`config.mk`:
```
export PLATFORM = sky130hd
export DESIGN_NAME = brp_gauss_front
export DESIGN_NICKNAME = d
export VERILOG_FILES = /design/src/design/brp_pkg.sv /design/src/design/brp_gauss_front.sv
export SDC_FILE = /design/constraint.sdc
export NUM_CORES = 2
export LEC_CHECK = 0
export BUFFER_PORTS_ARGS = -buffer_cell sky130_fd_sc_hd__buf_2
export CAP_MARGIN = 0
export CORE_MARGIN = 8
export CORE_UTILIZATION = 60
export DETAILED_ROUTE_END_ITERATION = 7
export GPL_ROUTABILITY_DRIVEN = 0
export GPL_TIMING_DRIVEN = 0
export HOLD_SLACK_MARGIN = 0.05
export PLACE_DENSITY_LB_ADDON = 0.1
export SETUP_SLACK_MARGIN = 0.1
export SLEW_MARGIN = 20
export SYNTH_ARGS = -nofsm -noshare
export SYNTH_HDL_FRONTEND = slang
export SYNTH_SLANG_ARGS = --single-unit
```
`constraint.sdc`:
```
create_clock -name clk -period 18.8 [get_ports clk]
set_input_delay 0.94 -clock clk [delete_from_list [all_inputs] [get_ports clk]]
set_output_delay 0.94 -clock clk [all_outputs]
set_load 0.005 [all_outputs]
```
`src/design/brp_pkg.sv`:
```
// Shared constants, types and helper functions of the basis regression predictor.
// No dependencies; every module of the block imports this package.
`default_nettype none

package brp_pkg;

  localparam int FRAC_BITS = 16;
  localparam int X_W       = 24;
  localparam int W_W       = 24;
  localparam int Y_W       = 32;
  localparam int IDX_W     = 2;

  typedef enum logic [IDX_W-1:0] {
    REG_BIAS   = 2'd0,
    REG_LINEAR = 2'd1,
    REG_SINE   = 2'd2,
    REG_GAUSS  = 2'd3
  } reg_idx_t;

  localparam logic signed [W_W-1:0] BIAS_RST   = -24'sd36304;
  localparam logic signed [W_W-1:0] LINEAR_RST = 24'sd65536;
  localparam logic signed [W_W-1:0] SINE_RST   = 24'sd655360;
  localparam logic signed [W_W-1:0] GAUSS_RST  = 24'sd586440;

  localparam logic [30:0] Q30_ONE  = 31'h4000_0000;
  localparam logic [29:0] Q30_HALF = 30'h2000_0000;

  // 1/(2*pi) in Q40, split into two 19-bit halves for the phase multiply.
  localparam logic [37:0] INV_TWO_PI_Q40 = 38'd174992710548;
  localparam int          PHASE_SPLIT    = 19;
  localparam logic [18:0] INV_2PI_LO     = INV_TWO_PI_Q40[18:0];
  localparam logic [18:0] INV_2PI_HI     = INV_TWO_PI_Q40[37:19];

  localparam logic [30:0] HALF_PI_Q30 = 31'd1686629713;
  localparam logic [29:0] LN2_Q30     = 30'd744261118;

  // Reciprocal of ln2 used to estimate the power-of-two count of x*x.
  localparam int          K_SHIFT = 40;
  localparam logic [10:0] K_RECIP = 11'((64'd1 << K_SHIFT) / 64'(LN2_Q30));

  localparam int SINE_STEPS  = 6;
  localparam int GAUSS_STEPS = 11;
  localparam int STEP_LAT    = 3;

  typedef struct packed {
    logic [1:0]  quad;
    logic [30:0] ang;
  } sine_side_t;

  typedef struct packed {
    logic       zero;
    logic [5:0] k;
  } gauss_side_t;

  // Divisor of each Horner step: the sine series runs over 156 down to 6,
  // the exponential series over 11 down to 1.
  function automatic logic [7:0] brp_div(input logic is_sine, input int step);
    logic [7:0] d;
    if (is_sine) begin
      case (step)
        0:       d = 8'd156;
        1:       d = 8'd110;
        2:       d = 8'd72;
        3:       d = 8'd42;
        4:       d = 8'd20;
        default: d = 8'd6;
      endcase
    end else begin
      d = 8'(GAUSS_STEPS - step);
    end
    return d;
  endfunction

endpackage

`default_nettype wire

```
`src/design/brp_gauss_front.sv`:
```
// Front end of the exp(-x*x) feature: x*x and its split into k*ln2 + r.
// Depends on brp_pkg. Three register stages.
`default_nettype none

module brp_gauss_front (
  input  wire logic                             clk,
  input  wire logic                             en,
  input  wire logic signed [brp_pkg::X_W-1:0]   x_i,
  output logic         [29:0]                   r_o,
  output brp_pkg::gauss_side_t                  side_o
);
  import brp_pkg::*;

  logic [23:0] a;
  logic [47:0] a2_r;
  logic [47:0] z_full;
  logic [34:0] z2_r;
  logic [45:0] kp2_r;
  logic        zero2_r;
  logic [5:0]  k0;
  logic [35:0] kl;
  logic [35:0] rem;
  logic        fix;
  logic [29:0] r3_r;
  logic [5:0]  k3_r;
  logic        zero3_r;

  assign a      = x_i[23] ? (24'd0 - 24'(x_i)) : 24'(x_i);
  assign z_full = (a2_r + 48'd2) >> 2;
  assign k0     = kp2_r[45:40];
  assign kl     = 36'(k0) * 36'(LN2_Q30);
  assign rem    = {1'b0, z2_r} - kl;
  assign fix    = (rem >= 36'(LN2_Q30));

  always_ff @(posedge clk) begin
    if (en) begin
      a2_r    <= 48'(a) * 48'(a);
      // At x*x of 32 or more the feature is below one LSB.
      zero2_r <= (a2_r >= (48'd32 << (2 * FRAC_BITS)));
      z2_r    <= z_full[34:0];
      kp2_r   <= 46'(z_full[34:0]) * 46'(K_RECIP);
      zero3_r <= zero2_r;
      k3_r    <= fix ? (k0 + 6'd1) : k0;
      r3_r    <= fix ? 30'(rem - 36'(LN2_Q30)) : 30'(rem);
    end
  end

  assign r_o         = r3_r;
  assign side_o.zero = zero3_r;
  assign side_o.k    = k3_r;

endmodule

`default_nettype wire

```
==> run summary <==
CP endpoint kind = flip-flop
CTS Root Cell = clkbuf_16
Synth area leaders = fa_1 37%, ha_1 19%, edfxtp_1 12%, inv_1 10%, xnor2_1 3.1%
Unrepaired setup endpoints after global routing = no
Antenna violations before repair = 1
Post-DR wirelength/cell = 18.5 um
Synth Flop Type = edfxtp_1
Share of post-route cells with drive strength above 1 = 3.98%
Die Y = 245 um
Drt via density = 5.53
Slew Limit Fails = 0
DR pass1 iterations = 6
CTS max path bufs = 2
WHS = 423 ps
Cts bufs inserted = 17
Port bufs = 61
ANT nets after route = 0
Setup TNS Final = 0 ps
Status = finished, final reports clean
Nets = 4426
DRT iter0 DRCs = 1524
Final period utilization = 65.0%
Clock transition at the registers of the reported paths = 60 ps
Post-CTS Setup Repair Bufs = 0
Post-synth cell types = 83
Synth Cell Area = 31500 um2
Vias in the first global route = 24600
IO Pins = 63
Most common cell after layout, fill and taps aside = inv_1
Final min period = 12210 ps
Largest area contributor in the netlist = fa_1
Slew @ Worst Pin = 1120 ps
Syn Inst Count = 3260
Worst path max stage delay = 720 ps
Crit path arrival time = 12410 ps
Clock Latency Late Sink = 440 ps
Setup violators final = 0
Clock tree sinks = 125
Drt drc = 0
First-pass GRT wire length = 124 mm
Total number of vias = 22400
Post-synth EDFFs = 125
Post-detail-place hpwl = 64.2 mm
Hold_sp = zero2_r$_DFFE_PP_
CTS tree = yes
Slew headroom = 24.8%
CORE AREA = 52200 um2
Final worst slack = 6590 ps
#FFs+latches synth = 125
Setup WS pre-CTS = 6220 ps
Hold Path Class = reg2reg
Max-Cap Viols = 0
Die W = 245 um
Initial Util = 60.2%
Total die area = 60000 um2
Final Hold Viols = 0
Seq/Total Area, Yosys = 11.9%
Area growth syn-to-layout = 5.92%
CTS HTree Levels = 4
CP max FO = 11
Post-CTS resize count = 0
Mapped Avg Cell Area = 9.65 um2
Data required time of the worst path = 18990 ps
F_max = 0.0819 GHz
Synth top area share = 36.6%
All-Layer GR Usage = 25.9%
DRT Wirelength = 75.3 mm
Worst reg2reg path startpoint = kp2_r[43]$_DFFE_PP_
Yosys warns = 0
Commonest cells after routing, fill and taps aside = 836 x inv_1, 576 x fa_1, 466 x ha_1, 211 x nand2_1, 201 x nor2_1
Worst setup SP type = primary input
Largest net degree at the start of global routing = 80
Crit Path Class = in2reg
Worst setup path startpoint = x_i[0]
Overflow after GRT = 0
Worst path slowest cell = nor3_1
Fin Clk Skew = 9.83 ps
FP Rows = 84
N_diodes = 0
Post-CTS Hold Fix Bufs = 0
Ys async rst share = 0%
## logic make-up after synthesis
group                      synth area share (%)
other                                    0.0239
AOI/OAI and AO/OA                          8.60
muxes                                    0.0954
xor gates and xnor gates                   4.62
adders and majority gates                  55.2
DFF                                        11.9
buffers and inverters                      11.2
and+or+nand+nor                            8.32
## worst paths after layout
kind / endpoint / slack, ps / cells past startpoint
worst max-delay path: a2_r[45]$_DFFE_PP_ / 6590 / 36
worst max register to register: k3_r[1]$_DFFE_PP_ / 10130 / 28
worst min-delay path: zero3_r$_DFFE_PP_ / 420 / 0
worst min register to register: zero3_r$_DFFE_PP_ / 420 / 0
## critical path, delay by kind of cell
kind	cells	cell delay, ps
adders and majority gates	9	4480
and+or+nand+nor	7	2380
buffers and inverters	11	2300
AOI/OAI and AO/OA	7	1970
xor gates and xnor gates	2	350
## per-stage QoR
stage	utilization (%)	area, um2	cells
floorplan	-	31500	3277
global placement	62.6	32700	4026
detailed placement	62.7	32800	4027
CTS	63.8	33300	4059
global route	63.8	33300	4059
finish	63.8	33300	4059
## registers in the layout, indices dropped and copies added (netlist names)
signal   flops
a2_r        46
zero2_r      1
zero3_r      1
kp2_r        6
k3_r         6
z2_r        35
r_o         30
## cells in the mapped netlist, types with 13 or more instances
cell and count:
a211oi_1 13, a21o_1 66, a21oi_1 94, a31oi_1 13
clkbuf_1 89, edfxtp_1 125, fa_1 576, ha_1 466
inv_1 836, nand2_1 211, nand2b_1 17, nand3_1 40
nand4_1 17, nor2_1 201, nor3_1 21, o21a_1 36
o21ai_0 72, o21bai_1 17, xnor2_1 110, xor2_1 56
## layout make-up
cell class	instances	area, um2
clock inverters	15	136
inverters	842	3160
well taps	688	861
flip-flops and latches	125	3750
plain buffers	94	375
repair buffers	62	339
clock buffers	17	425
fillers	4301	18900
multi-input cells	2216	24300
## metal layers
metal | up-vias | routed length, um | GRT usage (%)
li1 | 10400 | - | -
met1 | 11100 | 29200 | 30.6
met2 | 744 | 38200 | 46.4
met3 | 230 | 4060 | 3.33
met4 | 2 | 3750 | 12.3
met5 | - | 11 | 0
Power is left out: the tool's default activity adds up to more than one toggle a clock period on the data nets, which glitch-free logic cannot reach.
