==> src/design/brp_pkg.sv <==
// Shared constants, types and helper functions of the basis regression predictor.
// No dependencies; every module of the block imports this package.
`default_nettype none

package brp_pkg;

  localparam int FRAC_BITS = 16;
  localparam int X_W       = 24;
  localparam int W_W       = 24;
  localparam int Y_W       = 32;
  localparam int IDX_W     = 2;

  typedef enum logic [IDX_W-1:0] {
    REG_BIAS   = 2'd0,
    REG_LINEAR = 2'd1,
    REG_SINE   = 2'd2,
    REG_GAUSS  = 2'd3
  } reg_idx_t;

  localparam logic signed [W_W-1:0] BIAS_RST   = -24'sd36304;
  localparam logic signed [W_W-1:0] LINEAR_RST = 24'sd65536;
  localparam logic signed [W_W-1:0] SINE_RST   = 24'sd655360;
  localparam logic signed [W_W-1:0] GAUSS_RST  = 24'sd586440;

  localparam logic [30:0] Q30_ONE  = 31'h4000_0000;
  localparam logic [29:0] Q30_HALF = 30'h2000_0000;

  // 1/(2*pi) in Q40, split into two 19-bit halves for the phase multiply.
  localparam logic [37:0] INV_TWO_PI_Q40 = 38'd174992710548;
  localparam int          PHASE_SPLIT    = 19;
  localparam logic [18:0] INV_2PI_LO     = INV_TWO_PI_Q40[18:0];
  localparam logic [18:0] INV_2PI_HI     = INV_TWO_PI_Q40[37:19];

  localparam logic [30:0] HALF_PI_Q30 = 31'd1686629713;
  localparam logic [29:0] LN2_Q30     = 30'd744261118;

  // Reciprocal of ln2 used to estimate the power-of-two count of x*x.
  localparam int          K_SHIFT = 40;
  localparam logic [10:0] K_RECIP = 11'((64'd1 << K_SHIFT) / 64'(LN2_Q30));

  localparam int SINE_STEPS  = 6;
  localparam int GAUSS_STEPS = 11;
  localparam int STEP_LAT    = 3;

  typedef struct packed {
    logic [1:0]  quad;
    logic [30:0] ang;
  } sine_side_t;

  typedef struct packed {
    logic       zero;
    logic [5:0] k;
  } gauss_side_t;

  // Divisor of each Horner step: the sine series runs over 156 down to 6,
  // the exponential series over 11 down to 1.
  function automatic logic [7:0] brp_div(input logic is_sine, input int step);
    logic [7:0] d;
    if (is_sine) begin
      case (step)
        0:       d = 8'd156;
        1:       d = 8'd110;
        2:       d = 8'd72;
        3:       d = 8'd42;
        4:       d = 8'd20;
        default: d = 8'd6;
      endcase
    end else begin
      d = 8'(GAUSS_STEPS - step);
    end
    return d;
  endfunction

endpackage

`default_nettype wire

==> src/design/brp_sine_front.sv <==
// Front end of the sin(3x) feature: phase in turns, quadrant fold and squared angle.
// Depends on brp_pkg. Four register stages.
`default_nettype none

module brp_sine_front (
  input  wire logic                             clk,
  input  wire logic                             en,
  input  wire logic signed [brp_pkg::X_W-1:0]   x_i,
  output logic         [31:0]                   ang2_o,
  output brp_pkg::sine_side_t                   side_o
);
  import brp_pkg::*;

  logic signed [25:0] t;
  logic signed [45:0] plo_r;
  logic signed [45:0] phi_r;
  logic signed [63:0] prod;
  logic        [31:0] phase;
  logic        [30:0] r_fold;
  logic        [61:0] angp_r;
  logic        [1:0]  quad2_r;
  logic        [30:0] ang_r;
  logic        [1:0]  quad3_r;
  logic        [61:0] ang2p;
  logic        [31:0] ang2_r;
  logic        [30:0] ang4_r;
  logic        [1:0]  quad4_r;

  assign t = 26'(x_i) + (26'(x_i) <<< 1);

  // Only the low 56 bits of 3x/(2pi) matter: the phase wraps every turn.
  assign prod   = (64'(phi_r) <<< PHASE_SPLIT) + 64'(plo_r);
  assign phase  = prod[55:24];
  assign r_fold = phase[30] ? (Q30_ONE - {1'b0, phase[29:0]}) : {1'b0, phase[29:0]};
  assign ang2p  = 62'(ang_r) * 62'(ang_r);

  always_ff @(posedge clk) begin
    if (en) begin
      plo_r   <= t * $signed({1'b0, INV_2PI_LO});
      phi_r   <= t * $signed({1'b0, INV_2PI_HI});
      angp_r  <= 62'(r_fold) * 62'(HALF_PI_Q30);
      quad2_r <= phase[31:30];
      ang_r   <= 31'((angp_r + 62'(Q30_HALF)) >> 30);
      quad3_r <= quad2_r;
      ang2_r  <= 32'((ang2p + 62'(Q30_HALF)) >> 30);
      ang4_r  <= ang_r;
      quad4_r <= quad3_r;
    end
  end

  assign ang2_o      = ang2_r;
  assign side_o.quad = quad4_r;
  assign side_o.ang  = ang4_r;

endmodule

`default_nettype wire

==> config.mk <==
export PLATFORM = sky130hd
export DESIGN_NAME = brp_sine_front
export DESIGN_NICKNAME = d
export VERILOG_FILES = /design/src/design/brp_pkg.sv /design/src/design/brp_sine_front.sv
export SDC_FILE = /design/constraint.sdc
export NUM_CORES = 2
export LEC_CHECK = 0
export BUFFER_PORTS_ARGS = -buffer_cell sky130_fd_sc_hd__buf_2
export CELL_PAD_IN_SITES_DETAIL_PLACEMENT = 1
export CELL_PAD_IN_SITES_GLOBAL_PLACEMENT = 2
export CORE_MARGIN = 10
export CORE_UTILIZATION = 49
export CTS_BUF_LIST = sky130_fd_sc_hd__clkbuf_2 sky130_fd_sc_hd__clkbuf_4 sky130_fd_sc_hd__clkbuf_8
export DETAILED_ROUTE_END_ITERATION = 10
export PLACE_DENSITY_LB_ADDON = 0.25
export SYNTH_ARGS = -nofsm -noshare
export SYNTH_HDL_FRONTEND = slang
export SYNTH_SLANG_ARGS = --single-unit
==> constraint.sdc <==
create_clock -name clk -period 15.4 [get_ports clk]
set_input_delay 2.31 -clock clk [delete_from_list [all_inputs] [get_ports clk]]
set_output_delay 2.31 -clock clk [all_outputs]
set_load 0.01 [all_outputs]
==> flow_metrics.py <==
metrics = {
    "outcome": {
        "outcome": "completed",
    },
    "floorplan": {
        "floorplan.die.width_um": 381,
        "floorplan.io_pins": 91,
        "rows": 132,
        "floorplan.initialDensity_pct": 49.3,
        "design.die.area_mm2": 0.145,
        "core_region_area_mm2": 0.129,
        "die_h_um": 381,
    },
    "finish": {
        "most_common_library_cell_in_the_layout_ignoring_fill_and_taps": "sky130_fd_sc_hd__inv_1",
        "area_delta_synth_final_pct": 5.03,
        "final_layout_size_suffix_gt1_share_pct": 3.78,
        "final_cell_mix": "sky130_fd_sc_hd__inv_1 (1823), sky130_fd_sc_hd__fa_1 (1421), sky130_fd_sc_hd__ha_1 (943)",
        "finish.net_count": 8720,
        "fillers": 14400,
    },
    "logic_synthesis": {
        "postSynthCellCount": 6250,
        "synth.cell_area_mm2": 0.0637,
        "postSynth.asyncResetShare_pct": 0,
        "post-synth-top-area-cell": "sky130_fd_sc_hd__fa_1",
        "ys_seq_elements": 189,
        "synth-edff-count": 189,
        "yosys-top-cells-area": "sky130_fd_sc_hd__fa_1 (45%), sky130_fd_sc_hd__ha_1 (19%), sky130_fd_sc_hd__inv_1 (11%), sky130_fd_sc_hd__edfxtp_1 (8.9%), sky130_fd_sc_hd__xnor2_1 (2.5%)",
        "synth_top_flop_cell": "sky130_fd_sc_hd__edfxtp_1",
        "synth_area_per_cell_um2": 10.2,
        "seq_area_frac_synth_pct": 8.90,
        "synth_cell_type_count": 83,
        "syn_nets": 8640,
        "ys.warnings.count": 0,
        "synth.top_cell.area_share_pct": 44.6,
    },
    "timing": {
        "timing.final.crit_period_ns": 12.17,
        "final.period_utilization_pct": 79.0,
        "unrepaired_setup_endpoints_after_global_routing": "no",
        "final.setup.tns_ns": 0,
        "finalMaxSlewViolations": 0,
        "final_critical_path_setup_slack_ns": 3.23,
        "fin_skew_ns": 0.0476,
        "fmax_mhz": 82.2,
        "slew_headroom_pct": 17.0,
        "timing_hold_violations_final": 0,
        "max_slew.worst_pin.slew_ns": 1.24,
        "holdWs_ns": 0.448,
        "setup_failing_eps_final": 0,
    },
    "detailed_routing": {
        "antenna_violating_nets_post_route": 0,
        "drt_pass1_iterations": 5,
        "detail_route.iter0.violations": 1935,
        "wl_um": 174000,
        "drc_errors": 0,
        "num_vias": 42100,
        "drt-wirelength-per-cell_um": 21.5,
        "route.detailed.vias_per_inst": 5.21,
    },
    "cts": {
        "tritoncts.num_buffers": 17,
        "tritoncts": "yes",
        "cts.sink_count": 189,
        "clk_pin_slew_worst_paths_ns": 0.12,
        "cts_htree_levels": 4,
        "cts.root.buffer_cell": "sky130_fd_sc_hd__clkbuf_8",
        "post_cts.resized_instances": 0,
        "cts_buffer_depth": 2,
        "cts_setup_buffers": 0,
        "holdBufCountCts": 0,
        "worstSkewPairLatency_ns": 0.65,
    },
    "setup_path": {
        "cp_max_fo": 21,
        "critical_path_start_type": "register",
        "critPathKind": "register to register",
        "crit_path_frequent_cell": "sky130_fd_sc_hd__inv_1",
        "timing.critical_path.to_type": "register",
        "required_time_at_the_endpoint_of_the_critical_path_ns": 15.84,
        "worstPathBufferInverterCount": 9,
        "critical_path.top_delay_family": "adder cells",
        "cp_num_cells": 40,
        "critPathSlowestCell": "sky130_fd_sc_hd__xor2_1",
        "timing.critical_path.slowest_cell_delay_ns": 0.99,
        "worstRegToRegCells": 40,
        "arrival_ns": 12.61,
    },
    "worst_hold_path": {
        "holdCritPathClass": "register to register",
        "holdPathStages": 0,
    },
    "global_route": {
        "grt_pass1_wl_um": 279000,
        "first_global_vias": 49600,
        "grt_antenna_before_repair": 7,
        "grt.total_usage_pct": 24.8,
        "grt_overflow_total": 0,
        "grt_max_degree": 87,
    },
    "job": {
        "number_of_max_cap_violations": 0,
    },
    "placement": {
        "gp_routability_congestion": 0.886,
        "detailedPlacementHpwl_um": 147000,
        "io_buffers": 90,
        "detailedPlace.worstSlack_ns": 2.85,
    },
}
## state kept, by name, summed over array words and instances (netlist names)
| signal | count |
|---|---|
| ang2_o | 32 |
| ang4_r | 31 |
| ang_r | 31 |
| angp_r | 32 |
| phi_r | 35 |
| plo_r | 22 |
| quad2_r | 2 |
| quad3_r | 2 |
| quad4_r | 2 |
## cells in the mapped netlist, types with 9 or more instances
library cell and instances:
sky130_fd_sc_hd__a211oi_1 18, sky130_fd_sc_hd__edfxtp_1 189, sky130_fd_sc_hd__nor2b_1 26, sky130_fd_sc_hd__or3_1 11
sky130_fd_sc_hd__o21bai_1 24, sky130_fd_sc_hd__clkbuf_1 95, sky130_fd_sc_hd__a21boi_0 10, sky130_fd_sc_hd__nand2b_1 12
sky130_fd_sc_hd__a31oi_1 15, sky130_fd_sc_hd__a21o_1 83, sky130_fd_sc_hd__nor3_1 41, sky130_fd_sc_hd__o31ai_1 10
sky130_fd_sc_hd__nor2_1 198, sky130_fd_sc_hd__ha_1 943, sky130_fd_sc_hd__inv_1 1823, sky130_fd_sc_hd__nand2_1 324
sky130_fd_sc_hd__o21ai_0 87, sky130_fd_sc_hd__xor2_1 93, sky130_fd_sc_hd__or2_2 12, sky130_fd_sc_hd__nand4_1 17
sky130_fd_sc_hd__fa_1 1421, sky130_fd_sc_hd__o21a_1 34, sky130_fd_sc_hd__and3_1 19, sky130_fd_sc_hd__nand3_1 58
sky130_fd_sc_hd__a21oi_1 171, sky130_fd_sc_hd__and4_1 9, sky130_fd_sc_hd__xnor2_1 179, sky130_fd_sc_hd__and2_1 207
## worst paths after layout
| kind | end | slack (ns) | start |
|---|---|---|---|
| min | quad4_r[0]$_DFFE_PP_ | 0.45 | quad3_r[0]$_DFFE_PP_ |
| min reg2reg | quad4_r[0]$_DFFE_PP_ | 0.45 | quad3_r[0]$_DFFE_PP_ |
| max reg2reg | angp_r[60]$_DFFE_PP_ | 3.23 | plo_r[42]$_DFFE_PP_ |
| max | angp_r[60]$_DFFE_PP_ | 3.23 | plo_r[42]$_DFFE_PP_ |
## worst reg2reg max path: cells and delay by family (launching register included)
kind	cells	cell delay, ns
multiplexers	1	0.13
adder cells (fa/ha/maj)	10	4.30
AND/OR/NAND/NOR	8	1.59
flip-flops	1	0.65
XOR/XNOR	2	1.12
AO/OA/AOI/OAI	10	2.69
buffers and inverters	9	1.50
## area by class of cell
class                           instances  area (um^2)  share of cell area (%)
Antenna cell                            2         5.00                 0.00747
Inverter                             1831         6880                    10.3
Multi-Input combinational cell       4130        50800                    75.9
Clock inverter                         15          151                   0.226
Tap cell                             1742         2180                    3.26
Timing Repair Buffer                  161          993                    1.48
Clock buffer                           17          234                   0.349
Sequential cell                       189         5680                    8.48
## cells by family after synthesis
family | share of synthesized area [%]
fa+ha+maj | 63.1
buf+inv | 11.4
xor+xnor | 3.94
flops | 8.90
compound gates | 5.21
mux | 0.0805
simple gates | 7.35
## per-stage QoR
| stage | cell area [um^2] | cells | util [%] |
|---|---|---|---|
| 6_report | 67000 | 8087 | 51.8 |
| 3_3_place_gp | 66600 | 8053 | 51.5 |
| 2_1_floorplan | 63700 | 6250 | - |
| 3_5_place_dp | 66600 | 8053 | 51.5 |
| 4_1_cts | 66900 | 8085 | 51.8 |
| 5_1_grt | 67000 | 8086 | 51.8 |
## metal layers
metal / GRT usage, % / vias up / routed length (um)
met1: 31.9 / 22000 / 73900
met5: 0 / - / 39
li1: - / 19100 / -
met2: 42.4 / 775 / 85200
met4: 7.83 / 6 / 6100
met3: 4.20 / 269 / 8430
Power is not shown: default switching activity piles up to over one toggle a cycle in this logic, so the estimate is an artifact.
